<file path="src/psbm_pkg.sv">
// Package for the pinyin syllable boundary marker: transaction types,
// letter width and the fixed letter classes. No dependencies.
`default_nettype none

package psbm_pkg;

  // Letters are taken modulo 2^CHAR_BITS; the ports carry 8 bits.
  localparam int CHAR_BITS   = 8;
  localparam int LETTER_BITS = (CHAR_BITS < 8) ? CHAR_BITS : 8;

  // Result queue: a word's last letter can release three results at once.
  localparam int QUEUE_DEPTH = 4;
  localparam int PTR_BITS    = $clog2(QUEUE_DEPTH);
  localparam int CNT_BITS    = $clog2(QUEUE_DEPTH + 1);
  localparam int MAX_PUSH    = 3;

  typedef logic [LETTER_BITS-1:0] letter_t;

  typedef struct packed {
    logic [7:0] char_code;
    logic       last_of_word;
  } in_t;

  typedef struct packed {
    logic [7:0] letter_out;
    logic       starts_syllable;
    logic       end_of_word;
  } out_t;

  function automatic logic [7:0] ext8(letter_t c);
    return 8'(c);
  endfunction

  // b c d f j k l m p q s t w x y z
  function automatic logic is_always(letter_t c);
    logic r;
    case (ext8(c)) inside
      "b", "c", "d", "f", "j", "k", "l", "m",
      "p", "q", "s", "t", "w", "x", "y", "z": r = 1'b1;
      default: r = 1'b0;
    endcase
    return r;
  endfunction

  function automatic logic is_zcs(letter_t c);
    logic r;
    case (ext8(c)) inside
      "z", "c", "s": r = 1'b1;
      default:       r = 1'b0;
    endcase
    return r;
  endfunction

  function automatic logic is_a_after(letter_t c);
    logic r;
    case (ext8(c)) inside
      "a", "e", "o": r = 1'b1;
      default:       r = 1'b0;
    endcase
    return r;
  endfunction

  function automatic logic is_e_after(letter_t c);
    logic r;
    case (ext8(c)) inside
      "a", "e", "j", "o", "q", "x": r = 1'b1;
      default:                      r = 1'b0;
    endcase
    return r;
  endfunction

  function automatic logic is_o_after(letter_t c);
    logic r;
    case (ext8(c)) inside
      "e", "j", "o", "q", "v", "x": r = 1'b1;
      default:                      r = 1'b0;
    endcase
    return r;
  endfunction

  function automatic logic is_n_after(letter_t c);
    logic r;
    case (ext8(c)) inside
      "b", "c", "d", "f", "g", "h", "j", "k", "l", "m", "n",
      "p", "q", "r", "s", "t", "v", "w", "x", "y", "z": r = 1'b1;
      default: r = 1'b0;
    endcase
    return r;
  endfunction

  function automatic logic is_i_back1(letter_t c);
    logic r;
    case (ext8(c)) inside
      "b", "c", "d", "j", "l", "m", "n", "p", "q", "s", "t", "x", "y": r = 1'b1;
      default: r = 1'b0;
    endcase
    return r;
  endfunction

  function automatic logic is_u_back1(letter_t c);
    logic r;
    case (ext8(c)) inside
      "b", "c", "d", "f", "g", "j", "k", "l",
      "n", "q", "r", "s", "t", "w", "y", "z": r = 1'b1;
      default: r = 1'b0;
    endcase
    return r;
  endfunction

  function automatic logic is_v_back1(letter_t c);
    logic r;
    case (ext8(c)) inside
      "l", "n": r = 1'b1;
      default:  r = 1'b0;
    endcase
    return r;
  endfunction

endpackage

`default_nettype wire

</file>
<file path="src/pinyin_syllable_boundary_marker.sv">
// Top level of the pinyin syllable boundary marker: input register, letter
// rules, two-letter window and result queue. Depends on psbm_pkg.
`default_nettype none

// Takes one letter of a pinyin word per transaction on the letter channel and
// reports each letter on the result channel with a flag that is set where a
// new syllable begins. A rule on i, u and v can mark the letter one or two
// places back, so a letter is reported two letters after it arrives; the
// transaction that carries the word's last letter releases the letters still
// held, up to three results, the last with end_of_word set. A word of one or
// two letters gives its results only at its last letter. Every letter
// transaction is registered and processed once the four-entry result queue
// has room for three results, so one letter per cycle is taken while the
// queue has room; a word end can hold the letter channel while the queue
// drains. Stalls on the result side back up into the letter channel through
// that queue. Codes that are not lower-case letters pass through and are
// marked only when they open a word. Reset clears the window and the queue.
module pinyin_syllable_boundary_marker
  import psbm_pkg::*;
(
  input  wire  logic clk,
  input  wire  logic rst,
  input  wire  logic letter_valid,
  output logic       letter_stall,
  input  wire  in_t  letter_data,
  output logic       result_valid,
  input  wire  logic result_stall,
  output out_t       result_data
);

  // input register
  logic    in_full;
  in_t     in_reg;
  logic    process;

  // two-letter window
  letter_t prev_letter_one;
  letter_t prev_letter_two;
  logic    prev_flag_one;
  logic    prev_flag_two;
  logic [1:0] letters_seen;

  // result queue
  out_t                queue [QUEUE_DEPTH];
  logic [PTR_BITS-1:0] wr_ptr;
  logic [PTR_BITS-1:0] rd_ptr;
  logic [CNT_BITS-1:0] count;
  logic                pop;

  // rule evaluation
  letter_t c;
  letter_t p;
  logic    last;
  logic    fc;
  logic    back_one;
  logic    back_two;
  logic    flag_one;
  logic    flag_two;

  out_t                push_item  [MAX_PUSH];
  logic                push_valid [MAX_PUSH];
  logic [PTR_BITS-1:0] push_addr  [MAX_PUSH];
  logic [CNT_BITS-1:0] push_count;

  assign process      = in_full && (count <= CNT_BITS'(QUEUE_DEPTH - MAX_PUSH));
  assign letter_stall = in_full && !process;
  assign pop          = result_valid && !result_stall;
  assign result_valid = (count != '0);
  assign result_data  = queue[rd_ptr];

  assign c    = in_reg.char_code[LETTER_BITS-1:0];
  assign last = in_reg.last_of_word;
  assign p    = prev_letter_one;

  always_comb begin
    fc       = 1'b0;
    back_one = 1'b0;
    back_two = 1'b0;
    if (letters_seen == 2'd0) begin
      fc = 1'b1;
    end else begin
      if (is_always(c)) begin
        fc = 1'b1;
      end else if (ext8(c) == "g") begin
        fc = (ext8(p) != "n");
      end else if (ext8(c) == "h") begin
        fc = !is_zcs(p);
      end else if (ext8(c) == "r") begin
        fc = (ext8(p) != "e");
      end else if (ext8(c) == "a") begin
        fc = is_a_after(p);
      end else if (ext8(c) == "e") begin
        fc = is_e_after(p);
      end else if (ext8(c) == "o") begin
        fc = is_o_after(p);
      end else if (ext8(c) == "n") begin
        fc = is_n_after(p);
      end
      // backward rule, only where the letter itself is unmarked
      if (!fc) begin
        if (ext8(c) == "i") begin
          if (is_i_back1(p)) begin
            back_one = 1'b1;
          end else if (ext8(p) == "h" && letters_seen >= 2'd2 &&
                       is_zcs(prev_letter_two)) begin
            back_two = 1'b1;
          end
        end else if (ext8(c) == "u") begin
          back_one = is_u_back1(p);
        end else if (ext8(c) == "v") begin
          back_one = is_v_back1(p);
        end
      end
    end
  end

  assign flag_one = prev_flag_one | back_one;
  assign flag_two = prev_flag_two | back_two;

  // Results in order: letter two back, then on a word end the letter one
  // back and the current letter.
  always_comb begin
    push_item[0]  = '{letter_out: ext8(prev_letter_two), starts_syllable: flag_two,
                      end_of_word: 1'b0};
    push_valid[0] = (letters_seen >= 2'd2);
    push_item[1]  = '{letter_out: ext8(prev_letter_one), starts_syllable: flag_one,
                      end_of_word: 1'b0};
    push_valid[1] = last && (letters_seen != 2'd0);
    push_item[2]  = '{letter_out: ext8(c), starts_syllable: fc, end_of_word: 1'b1};
    push_valid[2] = last;
  end

  always_comb begin
    logic [PTR_BITS-1:0] addr;
    logic [CNT_BITS-1:0] n;
    addr = wr_ptr;
    n    = '0;
    for (int k = 0; k < MAX_PUSH; k++) begin
      push_addr[k] = addr;
      if (push_valid[k]) begin
        addr = addr + PTR_BITS'(1);
        n    = n + CNT_BITS'(1);
      end
    end
    push_count = process ? n : '0;
  end

  // control: input register valid, window, queue pointers
  always_ff @(posedge clk) begin
    if (rst) begin
      in_full         <= 1'b0;
      prev_letter_one <= '0;
      prev_letter_two <= '0;
      prev_flag_one   <= 1'b0;
      prev_flag_two   <= 1'b0;
      letters_seen    <= 2'd0;
      wr_ptr          <= '0;
      rd_ptr          <= '0;
      count           <= '0;
    end else begin
      if (!letter_stall) begin
        in_full <= letter_valid;
      end
      if (process) begin
        if (last) begin
          prev_letter_one <= '0;
          prev_letter_two <= '0;
          prev_flag_one   <= 1'b0;
          prev_flag_two   <= 1'b0;
          letters_seen    <= 2'd0;
        end else begin
          prev_letter_two <= prev_letter_one;
          prev_flag_two   <= flag_one;
          prev_letter_one <= c;
          prev_flag_one   <= fc;
          if (letters_seen < 2'd2) begin
            letters_seen <= letters_seen + 2'd1;
          end
        end
      end
      wr_ptr <= wr_ptr + PTR_BITS'(push_count);
      if (pop) begin
        rd_ptr <= rd_ptr + PTR_BITS'(1);
      end
      count <= count + push_count - CNT_BITS'(pop);
    end
  end

  // payload: input register and queue entries
  always_ff @(posedge clk) begin
    if (!letter_stall) begin
      in_reg <= letter_data;
    end
    if (process) begin
      for (int k = 0; k < MAX_PUSH; k++) begin
        if (push_valid[k]) begin
          queue[push_addr[k]] <= push_item[k];
        end
      end
    end
  end

endmodule

`default_nettype wire

</file>
<file path="config.mk">
export PLATFORM = sky130hd
export DESIGN_NAME = pinyin_syllable_boundary_marker
export DESIGN_NICKNAME = d
export VERILOG_FILES = /design/src/psbm_pkg.sv /design/src/pinyin_syllable_boundary_marker.sv
export SDC_FILE = /design/constraint.sdc
export NUM_CORES = 1
export LEC_CHECK = 0
export ABC_AREA = 1
export BUFFER_PORTS_ARGS = -buffer_cell sky130_fd_sc_hd__buf_4
export CORE_ASPECT_RATIO = 0.5
export CORE_UTILIZATION = 23
export DETAILED_ROUTE_END_ITERATION = 16
export GPL_TIMING_DRIVEN = 0
export SYNTH_ARGS = -nofsm -noshare
export SYNTH_HDL_FRONTEND = slang
export SYNTH_SLANG_ARGS = --single-unit
</file>
<file path="constraint.sdc">
create_clock -name clk -period 3.48 [get_ports clk]
set_clock_uncertainty 0.05 [all_clocks]
set_input_delay 0 -clock clk [delete_from_list [all_inputs] [get_ports clk]]
set_output_delay 0 -clock clk [all_outputs]
set_load 0.01 [all_outputs]
</file>
==> metrics.txt <==
Max VDD drop 0.236 mV; measured slew at the worst slew-check pin 0.532 ns; Reg-to-Reg End count[2]; clock root cell clkbuf_16; final hold vios 0; register bit total from synthesis 79; crit-path max FO 7; die area 0.0219 sq mm; # port buffers 23; multi-input gate area in the final layout 0.00243 sq mm; nets@finish 705; Clock Path Buffers 2; Comb power frac 0.288; clock sink total 79; CP Launch Type flop; first drt pass iteration count 5; CTS HTree Levels 3; DR vias 4293; reg2reg setup slack 0.30 ns; DP HPWL 9.89 mm; Rows 37; Buf/Inv on CP 5; Unique masters post-synth 42; post-CTS resize count 0; GP Congestion 0.914; Rel. slew slack 0.645; post-route ant nets 0; Post-Place Setup Slack 0.308 ns; period utilisation layout 0.913; Seq pwr share 0.397; Post-route DRC 0; final number of setup-violating endpoints 0; Synth-to-Final Area Change 19.1%; worst path required time 3.65 ns; Synth Cell Area 0.00489 sq mm; Tmin final 3.18 ns; GR Overflow Total 0; Worst Setup Slack, final 0.304 ns; Power Density 513 mW/mm^2; Sw Share 0.339; Hold EP last; Initial Utilization 0.236; core area 0.0207 sq mm; CTS tree built; initial antenna violation count 0; worst reg2reg path depth 16; TritonCTS Buffers 9; hold path cells 2; Routed WL 12.7 mm; CP most frequent cell inv_1; crit-path leading delay family adder cells; worst setup path class reg -> reg; Arr. time, crit path 3.34 ns; sequential share of the synthesized area 0.416; FMAX 0.315 GHz; worst-skew pair later-pin latency 0.33 ns; Synth Net Count 659; Layout fillers 2155; NetSw 1.01 mW; slowest CP cell dfxtp_1; layout cells sized above 1 0.151; YS warnings 0; # diodes 0; CP Capture Type flop; status finished clean; DR WL/cell 13.3 microns; Int Pwr 1.97 mW; r2r startpoint letters_seen[1]; CP cell instances ha_1 > nor2_8 > inv_1 > ha_1 > nand2_1 > inv_1 > nor3_1 > inv_1 > ha_1 > inv_1 > ha_1 > inv_1 > fa_1 > xor2_1 > o21ai_0 > a21oi_1; Clock power frac 0.315; clk slew on worst S/H paths 0.06 ns; post-synthesis instance total 629; RSZ-0062 raised after global routing false; Chip Height 105 microns; Hold Crit Start letter_data[0]; crit path launch letters_seen[1]; fin. max-slew vios 0; vias in the first global route 4064; number of DRC markers in iteration 0 330; die width 208 microns; Max-Cap Viols 0; flip-flop and latch area 0.00203 sq mm; Mapped Avg Cell Area 7.77 sq um; Slowest Stage Delay on Critical Path 0.38 ns; setup TNS 0 ns; gr usage total 0.118; Via density 4.50; IO Pins 25; hold crit path type in -> reg; first-pass GRT wire length 20.8 mm; largest net degree at the start of global routing 15; Lkg Pwr 2.23 nW
[flip-flops by register name, indices dropped and copies added (netlist names), named ones only]
name and flops:
prev_flag_one 1, last 1, rd_ptr 2, letters_seen 2
c 8, in_full 1, p 8, count 3
prev_flag_two 1, wr_ptr 2, prev_letter_two 8, queue 40
[cell usage in the layout, fill, tap and decap left out, drive strengths merged, types with 3 or more instances in the layout]
cell type | synthesis | layout
o211ai | 32 | 32
a21oi | 29 | 29
buf | 11 | 34
nor2 | 78 | 78
clkinvlp | 0 | 3
clkinv | 4 | 5
o22ai | 11 | 11
clkbuf | 10 | 20
nand4 | 8 | 8
dfxtp | 34 | 34
ha | 16 | 16
o21ai | 63 | 63
xor2 | 5 | 5
nand2 | 170 | 170
inv | 72 | 73
nand3 | 20 | 20
dlygate4sd3 | 0 | 12
edfxtp | 45 | 45
nor3 | 11 | 11
[synth_stat cells]
cell type,n,area share
nand2_1,164,0.13
nor2_1,71,0.055
inv_1,60,0.046
edfxtp_1,45,0.28
o21ai_0,37,0.038
dfxtp_1,34,0.14
o211ai_1,32,0.049
a21oi_1,28,0.029
o21ai_2,24,0.043
nand3_1,18,0.018
ha_1,16,0.041
inv_2,12,0.0092
o22ai_1,11,0.014
clkbuf_1,10,0.0077
nor3_1,10,0.010
nand4_1,8,0.010
buf_6,6,0.014
nand2_2,5,0.0064
clkinv_1,4,0.0031
nor2_2,4,0.0051
buf_4,3,0.0046
xor2_1,3,0.0054
nand3_2,2,0.0041
nor2_4,2,0.0046
nor4_1,2,0.0026
o21ai_1,2,0.0020
a211oi_1,1,0.0015
a21oi_2,1,0.0018
a31oi_1,1,0.0013
buf_1,1,0.00077
buf_2,1,0.0010
fa_1,1,0.0041
nand2_4,1,0.0023
nor2_8,1,0.0041
nor3_2,1,0.0020
o2111ai_1,1,0.0018
o21bai_1,1,0.0015
o311ai_0,1,0.0018
o32ai_1,1,0.0018
xnor2_1,1,0.0018
xor2_2,1,0.0033
xor2_4,1,0.0056
[per-layer routing]
layer  share of wire  track usage  vias up
li1                -            -     2206
met1            0.50        0.160     1971
met2            0.46        0.196      104
met3           0.034       0.0138       12
met4          0.0091       0.0397        0
met5               0            0        -
[final cells by class]
cell class,count,area share
multi-input combinational,453,0.418
sequential,79,0.349
tap,273,0.0587
timing repair buffer,35,0.0503
inverter,76,0.0490
clock buffer,10,0.0393
buffer,21,0.0234
clock inverter,6,0.0120
[logic make-up after synthesis]
family	after synthesis	synth area share
simple gates	289	0.251
buf+inv	97	0.0863
xor+xnor	6	0.0161
flops	79	0.416
fa+ha+maj	17	0.0450
compound gates	141	0.186
[power groups by stage]
stage               combinational (mW)  sequential [mW]  clock, mW
global route                     0.973             1.20      0.981
finish                           0.861             1.19      0.940
global placement                 0.835             1.20          0
CTS                              0.871             1.18      0.946
floorplan                        0.570             1.18          0
detailed placement               0.857             1.20          0
[worst max path at each step]
stage,end,slack [ns],depth (start not counted)
finish,count[2],0.30,16
global route,count[2],0.007,16
CTS,count[2],0.29,16
detailed placement,count[2],0.31,16
global placement,count[2],0.38,16
floorplan,count[2],0.62,16
[what timing repair did]
action	in CTS	in global routing
buffers inserted	0	0
hold endpoints to repair	12	0
hold buffers	12	0
[worst reg2reg max path: cells and delay by family (launching register included)]
kind | cells | cell delay [ns]
AO/OA/AOI/OAI | 2 | 0.22
XOR/XNOR | 1 | 0.17
adder cells (fa/ha/maj) | 5 | 1.36
buffers and inverters | 5 | 0.31
flip-flops | 1 | 0.38
AND/OR/NAND/NOR | 3 | 0.56
[through the flow]
step | power (mW) | instances | utilization | cell area [sq um] | hold WS [ns]
detailed placement | 2.06 | 925 | 0.261 | 5400 | 0.130
finish | 2.99 | 953 | 0.281 | 5820 | 0.337
global placement | 2.04 | 925 | 0.261 | 5400 | 0.130
floorplan | 1.75 | 629 | - | 4890 | 0.0489
global route | 3.15 | 953 | 0.281 | 5820 | 0.352
CTS | 3.00 | 953 | 0.281 | 5820 | 0.338
No activity file was read; power rests on OpenSTA's default activity.
